$ cat config.mk
export PLATFORM = sky130hd
export DESIGN_NAME = css_div
export DESIGN_NICKNAME = d
export VERILOG_FILES = /design/src/rtl/core/counter_sample_statistics_assert.svh /design/src/rtl/core/css_pkg.sv /design/src/rtl/core/css_div.sv
export SDC_FILE = /design/constraint.sdc
export NUM_CORES = 1
export LEC_CHECK = 0
export BUFFER_PORTS_ARGS = -buffer_cell sky130_fd_sc_hd__buf_2
export CAP_MARGIN = 0
export CORE_ASPECT_RATIO = 1.75
export CORE_UTILIZATION = 50
export CTS_BUF_LIST = sky130_fd_sc_hd__clkbuf_8
export CTS_CLUSTER_SIZE = 30
export DETAILED_ROUTE_END_ITERATION = 10
export PLACE_DENSITY_LB_ADDON = 0.08
export SETUP_SLACK_MARGIN = 0.15
export SYNTH_ARGS = -nofsm -noshare
export SYNTH_HDL_FRONTEND = slang
export SYNTH_SLANG_ARGS = --single-unit
$ cat constraint.sdc
create_clock -name clock -period 5.2 [get_ports clock]
set_clock_uncertainty 0.15 [all_clocks]
set_input_delay 0.78 -clock clock [delete_from_list [all_inputs] [get_ports clock]]
set_output_delay 0.78 -clock clock [all_outputs]
set_load 0.02 [all_outputs]
$ cat src/rtl/core/counter_sample_statistics_assert.svh
// Assertion macros for the counter statistics RTL.
`ifndef COUNTER_SAMPLE_STATISTICS_ASSERT_SVH
`define COUNTER_SAMPLE_STATISTICS_ASSERT_SVH

// Same-cycle implication, checked on the rising clock, off in reset.
`define CSS_ASSERT_NOW(lbl, ante, cons, msg) \
   lbl: assert property (@(posedge clock) disable iff (reset) (ante) |-> (cons)) \
      else $error(msg);

// Next-cycle implication.
`define CSS_ASSERT_NEXT(lbl, ante, cons, msg) \
   lbl: assert property (@(posedge clock) disable iff (reset) (ante) |=> (cons)) \
      else $error(msg);

`endif

$ cat src/rtl/core/css_pkg.sv
package css_pkg;

   localparam int MAX_ITEMS     = 16;
   localparam int MAX_COLUMNS   = 16;
   localparam int COUNT_WIDTH   = 48;
   localparam int FRACTION_BITS = 8;
   localparam int STAT_WIDTH    = 56;
   localparam int ITEM_WIDTH    = 4;
   localparam int COLUMN_WIDTH  = 4;
   localparam int ENTRY_WIDTH   = ITEM_WIDTH + COLUMN_WIDTH;
   localparam int ENTRIES       = MAX_ITEMS * MAX_COLUMNS;
   localparam int SCOUNT_WIDTH  = 16;
   localparam int DIV_WIDTH     = 72;
   localparam int DVS_WIDTH     = 17;
   localparam int CSR_IDX_WIDTH = 4;
   localparam int CSR_WIDTH     = 32;

   // status codes
   localparam logic [1:0] ST_FIRST     = 2'd0;
   localparam logic [1:0] ST_COMPUTED  = 2'd1;
   localparam logic [1:0] ST_BACKWARDS = 2'd2;
   localparam logic [1:0] ST_RANGE     = 2'd3;

   // column modes
   localparam logic [1:0] MODE_RAW  = 2'd0;
   localparam logic [1:0] MODE_DIFF = 2'd1;
   localparam logic [1:0] MODE_RATE = 2'd2;
   localparam logic [1:0] MODE_RAW3 = 2'd3;

   // register indexes
   localparam logic [CSR_IDX_WIDTH-1:0] CSR_COLUMN_COUNT = 4'd0;
   localparam logic [CSR_IDX_WIDTH-1:0] CSR_COLUMN_MODES = 4'd1;
   localparam logic [CSR_IDX_WIDTH-1:0] CSR_INTERVAL     = 4'd2;
   localparam logic [CSR_IDX_WIDTH-1:0] CSR_TAIL_ENABLE  = 4'd3;

   localparam logic [4:0]  COLUMN_COUNT_RESET = 5'd16;
   localparam logic [15:0] INTERVAL_RESET     = 16'd60;

   typedef logic [STAT_WIDTH-1:0] stat_type;

   function automatic stat_type sat_stat(input logic [DIV_WIDTH-1:0] v);
      sat_stat = (|v[DIV_WIDTH-1:STAT_WIDTH]) ? {STAT_WIDTH{1'b1}} : v[STAT_WIDTH-1:0];
   endfunction

   // a above b by more than one tenth: 10*(a-b) > 2^FRACTION_BITS
   function automatic logic beyond_tenth(input stat_type a, input stat_type b);
      logic [STAT_WIDTH+3:0] d;
      logic [STAT_WIDTH+3:0] d10;
      d   = {4'd0, a - b};
      d10 = (d << 3) + (d << 1);
      beyond_tenth = (a > b) && (d10 > (STAT_WIDTH + 4)'(1 << FRACTION_BITS));
   endfunction

endpackage

$ cat src/rtl/core/css_div.sv
// Restoring divider, one quotient bit per cycle.
module css_div (
   input  logic                              clock,
   input  logic                              reset,
   input  logic                              start,
   input  logic [css_pkg::DIV_WIDTH-1:0]     dividend,
   input  logic [css_pkg::DVS_WIDTH-1:0]     divisor,
   output logic                              busy,
   output logic                              done,
   output logic [css_pkg::DIV_WIDTH-1:0]     quotient
);
   import css_pkg::*;

   localparam int STEP_WIDTH = $clog2(DIV_WIDTH + 1);

   logic                   busy_ff, busy_in;
   logic                   done_ff, done_in;
   logic [STEP_WIDTH-1:0]  step_ff, step_in;
   logic [DVS_WIDTH-1:0]   rem_ff, rem_in;
   logic [DVS_WIDTH-1:0]   dvs_ff, dvs_in;
   logic [DIV_WIDTH-1:0]   quo_ff, quo_in;
   logic [DVS_WIDTH:0]     trial;
   logic                   ge;

   assign trial = {rem_ff, quo_ff[DIV_WIDTH-1]};
   assign ge    = trial >= {1'b0, dvs_ff};

   always_comb begin
      busy_in = busy_ff;
      done_in = 1'b0;
      step_in = step_ff;
      rem_in  = rem_ff;
      dvs_in  = dvs_ff;
      quo_in  = quo_ff;
      if (start && !busy_ff) begin
         busy_in = 1'b1;
         step_in = STEP_WIDTH'(DIV_WIDTH);
         rem_in  = '0;
         dvs_in  = divisor;
         quo_in  = dividend;
      end else if (busy_ff) begin
         rem_in  = ge ? DVS_WIDTH'(trial - {1'b0, dvs_ff}) : trial[DVS_WIDTH-1:0];
         quo_in  = {quo_ff[DIV_WIDTH-2:0], ge};
         step_in = step_ff - 1'b1;
         if (step_ff == STEP_WIDTH'(1)) begin
            busy_in = 1'b0;
            done_in = 1'b1;
         end
      end
   end

   always_ff @(posedge clock) begin
      if (reset) begin
         busy_ff <= 1'b0;
         done_ff <= 1'b0;
         step_ff <= '0;
      end else begin
         busy_ff <= busy_in;
         done_ff <= done_in;
         step_ff <= step_in;
      end
      rem_ff <= rem_in;
      dvs_ff <= dvs_in;
      quo_ff <= quo_in;
   end

   assign busy     = busy_ff;
   assign done     = done_ff;
   assign quotient = quo_ff;

endmodule

# Word-level counts from Yosys, hierarchy flattened
# Cells that the tools add are included.
[word_totals] mem_bits_rw=0 elab_cells=26 memories=0 register_bits=115 latch_bits=0 rom_bits=0
[classes] n_eq_ne=1 order_cmp=1 n_reduce_logical=5 n_mul=0 div_mod_pow=0 muxes=9 shift=0 bitwise=1 n_addsub=2
[op_table] cell="$mux 72" count=2
[op_table] cell="$ge 18x17->1" count=1
[op_table] cell="$mux 17" count=1
[op_table] cell="$sub 17x17->17" count=1
[op_table] cell="$mux 7" count=2
[op_table] cell="$eq 7x1->1 const B" count=1
[op_table] cell="$sub 7x1->7 const B" count=1
[op_table] cell="$mux 1" count=4
[op_table] cell="$reduce_or 3->1" count=1
[op_table] cell="$reduce_bool 2->1" count=1
[op_table] cell="$reduce_or 2->1" count=1
[op_table] cell="$logic_and 1x1->1" count=1
[op_table] cell="$logic_not 1->1" count=1
[op_table] cell="$not 1->1" count=1

# Logic depth before layout (Yosys ltp)
# Gate-level depths: netlist of the first run.
[logic_depth] word_depth=4 depth_mapped=12 mapped_depth_nobuf=11

# Worst setup path before layout of the first run
# No wires, ideal clock.
[synth_timing] path_kind="register -> register" startpoint="reg quo_ff[71] (netlist: quotient[71])" endpoint="reg quo_ff[0] (netlist: quotient[0]) (data pin)" setup_slack_ns=2.088 path_stages_with_launch=12 arrival_ns=2.702 required_ns=4.790 path_buffers=1 cell_sequence="edfxtp_1 inv_1 ha_1 inv_1 fa_1 a21o_1 a311oi_1 o221ai_2 a31oi_2 o21ai_1 buf_2 mux2_2"
[synth_between] elab_chain_cells=3
[synth_rtl] item="start, declared" line="css_div.sv:21" source="logic [DIV_WIDTH-1:0] quo_ff, quo_in;"
[synth_rtl] item="start signal, assigned" line="css_div.sv:64" source="quo_ff <= quo_in;"
[synth_rtl] item="$ge 18x17->1" line="css_div.sv:26" source="assign ge = trial >= {1'b0, dvs_ff};"
[synth_rtl] item="$mux 72" line="css_div.sv:41" source="end else if (busy_ff) begin"
[synth_rtl] item="$mux 72" line="css_div.sv:35" source="if (start && !busy_ff) begin"
[synth_rtl] item="via quo_in[0]" line="css_div.sv:21"
# The timed path passes the listed nets, and every way through them passes these cells. The select of a mux whose other input is x is not followed.
# A chain may end at the register's enable or synchronous reset.

# Final worst setup path of the first run
# Same ends and word-level chain as after synthesis.

==> reports/results.md, run 1 <==
### GRT
* vias in the first global route: 4,258
* pin count of the biggest net entering global routing: 86
* initial antenna violation count: 0
* GRT Residual Overflow: 0
* wire length of the first global-routing pass: 19,700 um
* total global-route track usage: 22.9%

### Placement
* RePlAce Congestion: 0.843
* cell area after placement: 6530 um2
* port buffer count: 165
* HPWL Detailed: 9140 um
* pre-CTS setup slack: 1.77 ns

### Floorplanning
* Boundary Pins: 166
* core area: 10,800 um2
* starting density of the core: 51.9%
* horizontal die dimension: 81.9 um
* floorplan die height: 142 um
* placement row count: 50
* Die Footprint: 11,600 um2

### Clock network
* post-cts hold buffer count: 0
* clock latency on the worst-skew pair: 0.43 ns
* Longest Clk Path Bufs: 2
* Sinks on Clock Net: 115
* clock transition at the registers of the reported paths: 0.07 ns
* cell at the root of the clock tree: clkbuf_8
* CTS H-Tree Depth: 4
* Resize count post-CTS: 0
* TritonCTS clock tree: yes
* number of setup buffers added after CTS: 0
* TritonCTS buffer count: 17

### Timing
* fin crit period: 3.47 ns
* number of pins with negative max-slew slack in the final report: 0
* setup-violating endpoint count in the final report: 0
* Final period util: 66.6%
* Worst slew margin: 19.8%
* worst slew pin tran: 1.20 ns
* peak clock frequency supported by timing: 289 MHz
* aggregate negative setup slack: 0 ns
* worst setup margin: 1.73 ns
* Final Hold Vio Count: 0
* setup repair after global routing missed its margin: false

### Detailed routing
* post-route ant nets: 0
* number of search-and-repair iterations in the first detailed-routing pass: 4
* number of vias in the routed layout: 4,114
* Detailed Route WL: 12,700 um
* average wire per standard cell: 17.0 um
* violation count after the first detailed-route iteration: 220
* remaining routing DRC violations: 0
* Via-to-Cell Ratio: 5.48

### Synthesis
* cell types with the largest area share after synthesis: edfxtp_1 (48%), mux2_2 (15%), dfxtp_1 (9.3%)
* post-synthesis sequential area ratio: 57.2%
* leading cell type by number of instances after synthesis: edfxtp_1
* most common library cells after synthesis: edfxtp_1 (89), mux2_2 (72), nand2_1 (40), dfxtp_1 (26), inv_1 (24)
* post-synthesis net count: 553
* number of synthesized flops with an enable pin: 89
* syn avg cell area: 12.7 um2
* synthesis warning total: 0
* count of unique library cells instantiated by Yosys: 51
* library cell occupying the most area in the post-synthesis netlist: edfxtp_1
* dominant register cell in the synthesized netlist: edfxtp_1
* number of synthesized register bits: 115
* area share of the largest cell type after synthesis: 47.9%
* fraction of registers with async set/reset: 0%
* post-synthesis instance area: 5580 um2
* instance count of the mapped netlist: 441

### Critical path
* Worst Setup Path Type: reg -> reg
* data arrival at the endpoint of the critical path: 3.50 ns
* Worst Setup SP: quotient[71]$_DFFE_PP_
* beginning of the worst register-to-register path: quotient[71]$_DFFE_PP_
* kind of start point of the critical path: register
* capturing element type of the critical path: register
* maximum net fanout on the critical path: 30
* worst endpoint required time: 5.24 ns

### Finish
* Storage cell area: 3190 um2
* antenna fix cells: 0
* Fill cells: 869
* fraction of layout cells with a size suffix above 1: 45.1%
* nets@finish: 720
* signed area change from the synthesized netlist to the final layout: 23.7%
* area occupied by multi-input gates: 2230 um2
* post-route cell area: 6900 um2

### Min path
* worst hold-check path type: reg -> reg
* hold wc startpoint: step_ff[6]$_SDFFE_PP0P_

### Run status
* result of the run: complete, no violations

### Flow run
* Max-cap violations: 0

### Power and ir drop
* ratio of total power to cell area: 458 nW/um2
* power after layout: 3.16 mW
* Max rail drop VDD: 0.270 mV
* cell leakage power: 2.89 nW

-- routing by layer --
layer	global-route usage [%]	up-vias	routed length, um
li1	-	1995	-
met2	40.5	120	7030
met4	9.23	0	257
met3	8.36	17	788
met1	23.6	1982	4660
met5	0	-	0
-- path summary, 6_finish.rpt --
| path | to | slack (ns) | cells past startpoint |
|---|---|---|---|
| setup reg to reg | quotient[0]$_DFFE_PP_ | 1.73 | 10 |
| hold reg to reg | done$_SDFF_PP0_ | 0.35 | 1 |
| setup / recovery | quotient[0]$_DFFE_PP_ | 1.73 | 10 |
| hold / removal | done$_SDFF_PP0_ | 0.35 | 1 |
-- power by group --
part	total [mW]	switching (mW)	internal (mW)	leakage [nW]
Clock	0.794	0.375	0.419	0.184
Combinational	1.09	0.640	0.448	1.61
Sequential	1.28	0.102	1.18	1.10
Total	3.16	1.12	2.05	2.89
-- worst max-delay path: stages (launching register included) --
cell      delay [ns]
edfxtp_1        0.37
inv_1           0.09
ha_1            0.21
inv_1           0.07
fa_1            0.43
a21o_1          0.22
a311oi_1        0.36
o221ai_2        0.17
a31oi_2         0.34
o21ai_2         0.39
mux2_2          0.41
-- cell families after synthesis --
| group | count (synthesis) | share of synthesized area [%] |
|---|---|---|
| compound gates | 74 | 9.42 |
| mux | 73 | 14.7 |
| simple gates | 98 | 8.43 |
| flops | 115 | 57.2 |
| fa+ha+maj | 20 | 4.62 |
| buf+inv | 45 | 3.12 |
| xor+xnor | 16 | 2.51 |
-- registers in the layout, summed over array words and instances (netlist names) --
register,flops
quotient,72
step_ff,7
done,1
dvs_ff,17
busy,1
rem_ff,17
-- cell usage in the layout, fill, tap and decap left out, types with 16 or more instances in the layout --
cell,synthesis,routed
ha_1,19,19
clkbuf_8,0,17
o211ai_1,16,16
buf_2,4,165
inv_1,24,24
nand2_1,40,40
edfxtp_1,89,89
mux2_2,72,72
dfxtp_1,26,26
a21oi_1,21,21
nand3_1,17,17
-- final cells by class --
class | instances | share of cell area [%]
Clock buffer | 17 | 3.39
Timing Repair Buffer | 169 | 12.4
Multi-Input combinational cell | 281 | 32.2
Tap cell | 130 | 2.36
Inverter | 24 | 1.30
Sequential cell | 115 | 46.2
Clock inverter | 15 | 2.07
-- metrics by stage --
stage | cells | hold slack (ns) | utilization, %
2_1_floorplan | 441 | 0.295 | -
6_report | 751 | 0.346 | 64.2
4_1_cts | 751 | 0.338 | 64.2
3_5_place_dp | 719 | 0.331 | 60.7
5_1_grt | 751 | 0.350 | 64.2
3_3_place_gp | 719 | 0.317 | 60.7
Power figures use the tool's default switching activity.
==> run 2, diff against run 1 <==
- ABC_AREA: unset -> 1
- CORE_UTILIZATION: 50 -> 49
- clock period: 5.2 -> 2.98 ns (I/O delays scaled with it)
==> reports/results.md, run 2 <==
### Run status
* result of the run: complete, no violations

### Finish
* most common library cell in the layout ignoring fill and taps: nand2_1
* area occupied by multi-input gates: 2370 um2, +6.4%
* nets@finish: 1,019, +42%
* Storage cell area: 3190 um2, unchanged
* fraction of layout cells with a size suffix above 1: 24.0%, -21 points
* flip-flop count of the largest register, all copies and words added: 72, unchanged
* signed area change from the synthesized netlist to the final layout: 23.6%, about the same
* Fill cells: 1,105, +27%
* leading cell types in the layout, fill and taps excluded: nand2_1 (361), buf_2 (165), edfxtp_1 (89), inv_1 (83), nand3_1 (38)
* post-route cell area: 7440 um2, +7.7%

### Timing
* aggregate negative setup slack: 0 ns, unchanged
* fin crit period: 2.36 ns, -1.10 ns
* setup repair after global routing missed its margin: false
* Worst slew margin: 50.1%, +30 points
* setup-violating endpoint count in the final report: 0, unchanged
* worst slew pin tran: 0.748 ns, -0.454 ns
* Final period util: 79.2%, +13 points
* peak clock frequency supported by timing: 424 MHz, +47%
* Final Hold Vio Count: 0, unchanged
* number of pins with negative max-slew slack in the final report: 0, unchanged

### Synthesis
* synthesized-area fraction occupied by ao, oa, aoi and oai cells: 2.47%, -6.9 points
* area fraction in and, or, nand and nor cells after synthesis: 31.4%, +23 points
* mux cell area share after synthesis: 0%, -15 points
* syn avg cell area: 8.13 um2, -36%
* instance count of the mapped netlist: 740, +68%
* cell types with the largest area share after synthesis: edfxtp_1 (44%), nand2_1 (23%), dfxtp_1 (8.6%)
* most common library cells after synthesis: nand2_1 (362), edfxtp_1 (89), inv_1 (84), nand3_1 (38), nor2_1 (28)
* dominant register cell in the synthesized netlist: edfxtp_1
* library cell occupying the most area in the post-synthesis netlist: edfxtp_1
* post-synthesis net count: 852, +54%
* fraction of registers with async set/reset: 0%, unchanged
* leading cell type by number of instances after synthesis: nand2_1
* number of synthesized register bits: 115, unchanged
* synthesized-area fraction occupied by adder cells: 4.28%, -0.34 points
* post-synthesis sequential area ratio: 53.1%, -4.2 points
* area share of the largest cell type after synthesis: 44.4%, -3.5 points
* post-synthesis instance area: 6020 um2, +7.8%
* combinational family with the most area after synthesis: simple AND/OR/NAND/NOR gates
* count of unique library cells instantiated by Yosys: 34, -33%
* area share of xor/xnor cells in the synthesized design: 1.16%, -1.3 points
* synthesis warning total: 0, unchanged
* number of synthesized flops with an enable pin: 89, unchanged

### Critical path
* capturing element type of the critical path: register
* Worst Setup Path Type: reg -> reg
* maximum net fanout on the critical path: 16, -47%
* worst endpoint required time: 3.15 ns, -2.09 ns
* kind of start point of the critical path: register
* r2r worst-path depth: 11, +1
* data arrival at the endpoint of the critical path: 2.53 ns, -0.97 ns

### Detailed routing
* number of search-and-repair iterations in the first detailed-routing pass: 5, +1
* average wire per standard cell: 13.8 um, -18%
* number of vias in the routed layout: 5,245, +27%
* violation count after the first detailed-route iteration: 180, -18%
* remaining routing DRC violations: 0, unchanged
* Detailed Route WL: 15,000 um, +18%
* Via-to-Cell Ratio: 4.83, -12%
* post-route ant nets: 0, unchanged

### GRT
* global routing met1 resource utilization: 26.2%, +2.6 points
* vias in the first global route: 5,271, +24%
* initial antenna violation count: 1, +1
* met3 layer usage reported by global route: 6.88%, -1.5 points
* pin count of the biggest net entering global routing: 77, -10%
* GR met2 Demand/Resource: 44.2%, +3.7 points
* total global-route track usage: 24.5%, +1.6 points
* gr busiest metal: met2
* GRT Residual Overflow: 0, unchanged
* wire length of the first global-routing pass: 24,200 um, +23%

### Clock network
* number of setup buffers added after CTS: 0, unchanged
* clock transition at the registers of the reported paths: 0.08 ns, about the same
* cell at the root of the clock tree: clkbuf_8
* Longest Clk Path Bufs: 2, unchanged
* clock latency on the worst-skew pair: 0.43 ns, about the same
* post-cts hold buffer count: 0, unchanged
* Resize count post-CTS: 0, unchanged
* Sinks on Clock Net: 115, unchanged
* TritonCTS buffer count: 17, unchanged
* CTS H-Tree Depth: 4, unchanged
* TritonCTS clock tree: yes

### Floorplanning
* placement row count: 53, +6.0%
* Boundary Pins: 166, unchanged
* floorplan die height: 149 um, +4.8%
* core area: 12,000 um2, +12%
* Die Footprint: 12,700 um2, +9.8%
* starting density of the core: 50.1%, -1.7 points
* horizontal die dimension: 85.8 um, +4.8%

### Placement
* cell area after placement: 6990 um2, +7.0%
* port buffer count: 165, unchanged
* RePlAce Congestion: 0.874, +3.7%
* HPWL Detailed: 11,100 um, +21%

### Power and ir drop
* cell leakage power: 3.88 nW, +34%
* ratio of total power to cell area: 834 nW/um2, +82%
* Max rail drop VDD: 0.564 mV, +110%

### Min path
* worst hold-check path type: in -> reg
* cell depth of the worst min-delay path: 1, unchanged

### Flow run
* Max-cap violations: 0, unchanged

run 2: changes by cell type in the layout (fill, tap and decap cells not counted), moves of 4 or more:
cell / previous run / this run
nand3b_1: 0 / 7
nor2_1: 10 / 28
and3_1: 4 / 0
a21oi_1: 21 / 12
mux2_2: 72 / 0
nand2_2: 0 / 6
o211ai_1: 16 / 0
nand3_1: 17 / 38
xor2_1: 8 / 3
inv_1: 24 / 83
nand2_1: 40 / 361
o21ai_0: 10 / 4
run 2: report_power, final:
group	switching (mW)	total [mW]	internal [mW]
logic	1.49	2.32	0.831
clock network	0.650	1.64	0.989
registers	0.181	2.24	2.06
run 2: worst paths after layout:
check | from | endpoint | slack [ns]
setup / recovery | dvs_ff[10]$_DFFE_PP_ | rem_ff[10]$_SDFFE_PP0P_ | 0.62
hold / removal | divisor[10] | dvs_ff[10]$_DFFE_PP_ | 0.04
setup reg to reg | dvs_ff[10]$_DFFE_PP_ | rem_ff[10]$_SDFFE_PP0P_ | 0.62
hold reg to reg | step_ff[1]$_SDFFE_PP0P_ | step_ff[1]$_SDFFE_PP0P_ | 0.32
run 2: logic make-up (layout without fill, tap and decap cells):
group | Yosys count | after routing
XOR/XNOR | 8 | 8
AND/OR/NAND/NOR | 463 | 463
buffers and inverters | 108 | 288
adder cells (fa/ha/maj) | 20 | 20
other | 0 | 1
flip-flops | 115 | 115
AO/OA/AOI/OAI | 26 | 26
run 2: critical path, cell delays in order (launching register included):
cell	delay, ns
edfxtp_1	0.33
inv_1	0.06
ha_1	0.41
nand2_2	0.11
inv_1	0.09
nand2_1	0.09
nor2_1	0.21
nand2_2	0.20
nand2_2	0.30
nand2_1	0.12
nand3_1	0.12
nand2_1	0.05
run 2: stage by stage:
stage	utilization (%)	hold WS, ns	worst slack [ns]	instances	power [mW]
floorplan	-	0.290	0.320	740	4.04
global placement	58.2	0.299	0.591	1053	4.56
detailed placement	58.2	0.317	0.593	1053	4.59
CTS	62.0	0.0112	0.575	1085	6.25
global route	62.0	0.00413	0.395	1086	6.65
finish	62.0	0.0408	0.619	1086	6.21
run 2: final cells by class:
type / count / area share [%]
Sequential cell: 115 / 42.9
Multi-Input combinational cell: 517 / 31.8
Clock buffer: 17 / 3.15
Inverter: 84 / 4.24
Antenna cell: 1 / 0.0336
Clock inverter: 15 / 2.89
Timing Repair Buffer: 172 / 12.1
Tap cell: 165 / 2.78
run 2: routing by layer:
| layer | part of all wire [%] | wire (um) |
|---|---|---|
| met5 | 0 | 0 |
| met4 | 2.5 | 371 |
| met3 | 5.5 | 827 |
| met2 | 54 | 8090 |
| met1 | 38 | 5730 |
